[src/sv/vvpu_pkg.sv]
// ----------------------------------------------------------------------------
// Velocity Verlet particle update package
// Shared widths, register codes, reset values and fixed-point helpers.
// ----------------------------------------------------------------------------
package vvpu_pkg;

    // Value format: signed Q16.16 for positions, velocities, forces.
    localparam int VALUE_W    = 32;
    localparam int STEP_W     = 32;
    localparam int INV_W      = 31;
    localparam int DT_W       = STEP_W + INV_W;
    localparam int PROD_W     = 64;
    localparam int SUM_W      = 48;
    localparam int KICK_W     = 46;
    localparam int KICK_SHIFT = 49;
    localparam int KICK_LSB   = KICK_SHIFT - 32;

    // Configuration register indexes.
    localparam int CFG_IDX_W = 3;
    localparam logic [CFG_IDX_W-1:0] CFG_STEP_SIZE  = 3'd0;
    localparam logic [CFG_IDX_W-1:0] CFG_WRAP_X     = 3'd1;
    localparam logic [CFG_IDX_W-1:0] CFG_WRAP_Y     = 3'd2;
    localparam logic [CFG_IDX_W-1:0] CFG_BOX_X_LOW  = 3'd3;
    localparam logic [CFG_IDX_W-1:0] CFG_BOX_X_HIGH = 3'd4;
    localparam logic [CFG_IDX_W-1:0] CFG_BOX_Y_LOW  = 3'd5;
    localparam logic [CFG_IDX_W-1:0] CFG_BOX_Y_HIGH = 3'd6;

    // Reset values of the configuration registers.
    localparam logic [STEP_W-1:0]         RST_STEP_SIZE = 32'd42950;
    localparam logic signed [VALUE_W-1:0] RST_BOX_LOW   = 32'sd0;
    localparam logic signed [VALUE_W-1:0] RST_BOX_HIGH  = 32'sd65536;

    // Two pi in Q16.16.
    localparam logic signed [VALUE_W-1:0] TWO_PI = 32'sd411775;

    localparam logic signed [VALUE_W-1:0] VALUE_MAX = {1'b0, {(VALUE_W-1){1'b1}}};
    localparam logic signed [VALUE_W-1:0] VALUE_MIN = {1'b1, {(VALUE_W-1){1'b0}}};

    // Saturate a wide signed sum to the value range.
    function automatic logic signed [VALUE_W-1:0] sat_value(
        input logic signed [SUM_W-1:0] x
    );
        logic all_zero;
        logic all_one;
        all_zero = ~|x[SUM_W-2:VALUE_W-1];
        all_one  = &x[SUM_W-2:VALUE_W-1];
        if (!x[SUM_W-1] && !all_zero) begin
            return VALUE_MAX;
        end else if (x[SUM_W-1] && !all_one) begin
            return VALUE_MIN;
        end else begin
            return x[VALUE_W-1:0];
        end
    endfunction

    // Magnitude of a signed value; the most negative value maps to 2^(W-1).
    function automatic logic [VALUE_W-1:0] abs_mag(
        input logic signed [VALUE_W-1:0] v
    );
        logic [VALUE_W-1:0] u;
        u = v;
        return v[VALUE_W-1] ? (~u + VALUE_W'(1)) : u;
    endfunction

    // Sign extension of a value to the sum width.
    function automatic logic signed [SUM_W-1:0] ext_value(
        input logic signed [VALUE_W-1:0] v
    );
        return {{(SUM_W-VALUE_W){v[VALUE_W-1]}}, v};
    endfunction

endpackage

[src/sv/vvpu_drift.sv]
// ----------------------------------------------------------------------------
// Drift and periodic fold lane
// Three-stage pipeline: p' = sat(p + step * v / 2^32), then one fold into
// [low, high) when wrapping is on. Positions pass unchanged when drift is off.
// ----------------------------------------------------------------------------
module vvpu_drift (
    input  logic                                  i_clk,
    input  logic [vvpu_pkg::STEP_W-1:0]           i_step,
    input  logic                                  i_en,
    input  logic                                  i_wrap,
    input  logic signed [vvpu_pkg::VALUE_W-1:0]   i_low,
    input  logic signed [vvpu_pkg::VALUE_W-1:0]   i_high,
    input  logic signed [vvpu_pkg::VALUE_W-1:0]   i_pos,
    input  logic signed [vvpu_pkg::VALUE_W-1:0]   i_vel,
    output logic signed [vvpu_pkg::VALUE_W-1:0]   o_pos
);

    // Stage E: step times velocity magnitude, upper half kept.
    logic [vvpu_pkg::PROD_W-1:0]         n_e_prod;
    logic [vvpu_pkg::VALUE_W-1:0]        r_e_dist;
    logic                                r_e_neg;
    logic                                r_e_en;
    logic signed [vvpu_pkg::VALUE_W-1:0] r_e_pos;

    assign n_e_prod = {32'd0, i_step} * {32'd0, vvpu_pkg::abs_mag(i_vel)};

    always_ff @(posedge i_clk) begin
        r_e_dist <= n_e_prod[vvpu_pkg::PROD_W-1:32];
        r_e_neg  <= i_vel[vvpu_pkg::VALUE_W-1];
        r_e_en   <= i_en;
        r_e_pos  <= i_pos;
    end

    // Stage F: signed add and saturation.
    logic signed [vvpu_pkg::SUM_W-1:0]   n_f_dist;
    logic signed [vvpu_pkg::SUM_W-1:0]   n_f_sum;
    logic signed [vvpu_pkg::VALUE_W-1:0] r_f_pos;
    logic                                r_f_en;

    always_comb begin
        n_f_dist = {{(vvpu_pkg::SUM_W-vvpu_pkg::VALUE_W){1'b0}}, r_e_dist};
        if (r_e_neg) begin
            n_f_dist = -n_f_dist;
        end
        n_f_sum = vvpu_pkg::ext_value(r_e_pos) + n_f_dist;
    end

    always_ff @(posedge i_clk) begin
        r_f_pos <= r_e_en ? vvpu_pkg::sat_value(n_f_sum) : r_e_pos;
        r_f_en  <= r_e_en;
    end

    // Stage G: single periodic fold, saturated.
    logic signed [vvpu_pkg::SUM_W-1:0]   n_g_pos;
    logic signed [vvpu_pkg::SUM_W-1:0]   n_g_low;
    logic signed [vvpu_pkg::SUM_W-1:0]   n_g_high;
    logic signed [vvpu_pkg::SUM_W-1:0]   n_g_span;
    logic signed [vvpu_pkg::VALUE_W-1:0] n_g_fold;
    logic signed [vvpu_pkg::VALUE_W-1:0] r_g_pos;

    always_comb begin
        n_g_pos  = vvpu_pkg::ext_value(r_f_pos);
        n_g_low  = vvpu_pkg::ext_value(i_low);
        n_g_high = vvpu_pkg::ext_value(i_high);
        n_g_span = n_g_high - n_g_low;
        priority if (!(r_f_en && i_wrap)) begin
            n_g_fold = r_f_pos;
        end else if (n_g_pos < n_g_low) begin
            n_g_fold = vvpu_pkg::sat_value(n_g_pos + n_g_span);
        end else if (n_g_pos >= n_g_high) begin
            n_g_fold = vvpu_pkg::sat_value(n_g_pos - n_g_span);
        end else begin
            n_g_fold = r_f_pos;
        end
    end

    always_ff @(posedge i_clk) begin
        r_g_pos <= n_g_fold;
    end

    assign o_pos = r_g_pos;

endmodule

[config.mk]
export PLATFORM = sky130hd
export DESIGN_NAME = vvpu_drift
export DESIGN_NICKNAME = d
export VERILOG_FILES = /design/src/sv/vvpu_pkg.sv /design/src/sv/vvpu_drift.sv
export SDC_FILE = /design/constraint.sdc
export NUM_CORES = 2
export LEC_CHECK = 0
export ABC_AREA = 1
export BUFFER_PORTS_ARGS = -buffer_cell sky130_fd_sc_hd__buf_2
export CAP_MARGIN = 0
export CELL_PAD_IN_SITES_DETAIL_PLACEMENT = 0
export CELL_PAD_IN_SITES_GLOBAL_PLACEMENT = 1
export CORE_MARGIN = 1.5
export CORE_UTILIZATION = 52
export CTS_CLUSTER_SIZE = 24
export DETAILED_ROUTE_END_ITERATION = 7
export PLACE_DENSITY_LB_ADDON = 0.25
export SKIP_LAST_GASP = 1
export SYNTH_ARGS = -nofsm -noshare
export SYNTH_HDL_FRONTEND = slang
export SYNTH_SLANG_ARGS = --single-unit
[constraint.sdc]
create_clock -name i_clk -period 21.2 [get_ports i_clk]
set_input_delay 4.24 -clock i_clk [delete_from_list [all_inputs] [get_ports i_clk]]
set_output_delay 4.24 -clock i_clk [all_outputs]
set_load 0.02 [all_outputs]
==> impl_metrics.tcl <==
set metrics [dict create \
    yosysWarnings 0 \
    drt_wl_total_mm 186 \
    synth-edff-count 0 \
    grt_use_total_pct 37.9 \
    port_buffers 194 \
    core_region_area_sq_mm 0.0967 \
    synth_cell_types 61 \
    cts_buffers 17 \
    ios 195 \
    clkSinkCount 131 \
    final_cell_count_no_fill 8420 \
    start_util_pct 52.4 \
    die_area_sq_mm 0.0994 \
    wire_per_inst_um 22.1 \
    grt_pass1_vias 46979 \
    synthArstFlopShare_pct 0 \
    crit_path_start_kind "primary input" \
    finish.net_count 8659 \
    ctsLongestPathBuffers 2 \
    firstDrtPassIters 8 \
    detailed_place_hpwl_mm 152 \
    path_class "in -> reg" \
    synthAdderAreaFrac_pct 47.1 \
    drc 0 \
    drive_gt1_share_pct 6.23 \
    grt_max_degree 62 \
    synth_top_family_by_area "adder cells" \
    synth_top_area_cell "fa_1" \
    hold_viol_final 0 \
    required_ns 21.62 \
    end_kind "flop" \
    timing.final.crit_share_pct 66.6 \
    slowest_stage "clkinv_1" \
    max_freq_mhz 70.9 \
    fillCellCount 9722 \
    worst_pin_slew_ns 1.25 \
    syn-cell-area_sq_mm 0.0507 \
    viasPerCell 5.52 \
    cts-root-buf "clkbuf_16" \
    cp_slowest_stage_delay_ns 0.99 \
    timing.setup.tns_ns 0 \
    synth-xor-area-share_pct 3.29 \
    grt_overflow 0 \
    synth_top_area_share_pct 35.5 \
    synth.avg_cell_area_sq_um 7.14 \
    cp_max_fo 32 \
    yosys.area_share.simple_pct 22.8 \
    vias 46480 \
    postCtsSetupBuffers 0 \
    synth.area.top_cells "fa_1, nand2_1, ha_1" \
    drv_slew 0 \
    finalClockSkew_ns 0.0313 \
    cts_tree "done" \
    gp_congestion 0.995 \
    ys.flop_type "dfxtp_1" \
    cts_resized 0 \
    cts-hold-fix-buffers 0 \
    multi_input_area_sq_mm 0.0410 \
    register_area_sq_mm 0.00262 \
    ant_nets 0 \
    worstPathArrival_ns 14.53 \
    clk_pin_slew_ns 0.09 \
    syn_nets 8631 \
    clk_latency_ns 0.49 \
    grt_first_pass_wirelength_mm 280 \
    rsz0062_at_grt "no" \
    synth_compound_area_share_pct 7.69 \
    drtIter0Drc 4163 \
    fp.dieH_um 315 \
    period_needed_ns 14.11 \
    ys_seq_area_share_pct 5.17 \
    slew_headroom_pct 16.3 \
    place_inst 8384 \
    synth_mux_area_share_pct 0 \
    min_path_type "reg -> reg" \
    h-tree-depth 4 \
    crit_top_cell "fa_1" \
    syn_inst 7099 \
    synth-seq-cells 131 \
    antenna_found_initial 3 \
    core.rowCount 114 \
    status "finished clean" \
    die_x_um 315 \
    setup_violations 0 \
    maxCapViolations 0 \
    area_growth_pct 4.93 \
]
==> synth_stat cells, types with 43 or more instances <==
cell      instances
a21oi_1         319
buf_2            44
clkbuf_1        159
dfxtp_1         131
fa_1            899
ha_1            470
inv_1          1533
inv_2            43
nand2_1        1684
nand3_1         142
nor2_1          895
o21ai_0         154
xnor2_1          43
xor2_1          142
==> kinds of logic after synthesis <==
kind of cell / after synthesis
xor+xnor: 188
simple gates: 2903
fa+ha+maj: 1369
buf+inv: 1829
compound gates: 679
flops: 131
==> final timing paths <==
check,from,end,slack [ns],cells past startpoint
hold / removal,r_e_pos[0],r_f_pos[0],0.48,2
hold reg to reg,r_e_pos[0],r_f_pos[0],0.48,2
setup reg to reg,r_e_dist[0],r_f_pos[2],15.23,30
setup / recovery,i_vel[0],r_e_dist[29],7.09,36
==> layout by cell type (no fill, tap or decap), drive strengths merged, types with 2 or more instances in the layout <==
master	netlist	final
nor4	21	21
nand2	1712	1712
diode	0	4
nor3	44	44
a31oi	25	25
inv	1576	1586
fa	899	899
clkinv	25	28
o221a	2	2
o21ai	194	194
a21oi	361	361
a211oi	5	5
or2	17	17
bufinv	0	2
o21bai	27	27
xnor2	43	43
xor2	145	145
nor2	914	914
o41ai	3	3
nand3	147	147
dfxtp	131	131
a21boi	12	12
buf	69	237
nand3b	10	10
a21o	9	9
clkbuf	159	17
nand4	34	34
o2111ai	2	2
o31ai	3	3
and2	2	2
ha	470	470
o21a	25	25
o211ai	6	6
==> cell type report <==
class | instances | share of cell area [%]
Multi-Input combinational cell | 5139 | 77.2
Inverter | 1601 | 11.3
Sequential cell | 131 | 4.93
Tap cell | 1276 | 3.00
Timing Repair Buffer | 237 | 2.43
Clock buffer | 17 | 0.800
Clock inverter | 15 | 0.348
Antenna cell | 4 | 0.0188
==> routing by layer <==
layer	up-vias	global-route usage [%]	routed length, um	part of all wire (%)
met3	517	6.23	16200	8.7
met4	4	22.9	13300	7.1
met1	22612	47.3	72200	39
met5	-	0.484	77	0.041
met2	2188	61.7	84600	45
li1	21159	-	-	-
==> metrics by stage <==
step,hold WS (ns),cell area (sq um),utilization (%),worst slack [ns]
floorplan,0.384,50700,-,9.57
global placement,0.461,52600,54.4,6.96
detailed placement,0.476,52600,54.4,6.81
CTS,0.485,53200,55.0,7.28
global route,0.526,53200,55.0,6.63
finish,0.483,53200,55.0,7.09
==> state kept, by name (all words and copies together) (netlist names) <==
register,cells
r_f_en,1
r_e_pos,32
r_e_en,1
o_pos,32
r_e_dist,32
r_e_neg,1
r_f_pos,32
==> critical path: cells and delay by family <==
family | cells | cell delay (ns)
compound gates | 2 | 0.91
simple gates | 13 | 2.79
buf+inv | 10 | 1.94
fa+ha+maj | 10 | 4.45
xor+xnor | 1 | 0.15
Power is not shown: default switching activity piles up to over one toggle a cycle in this logic, so the estimate is an artifact.
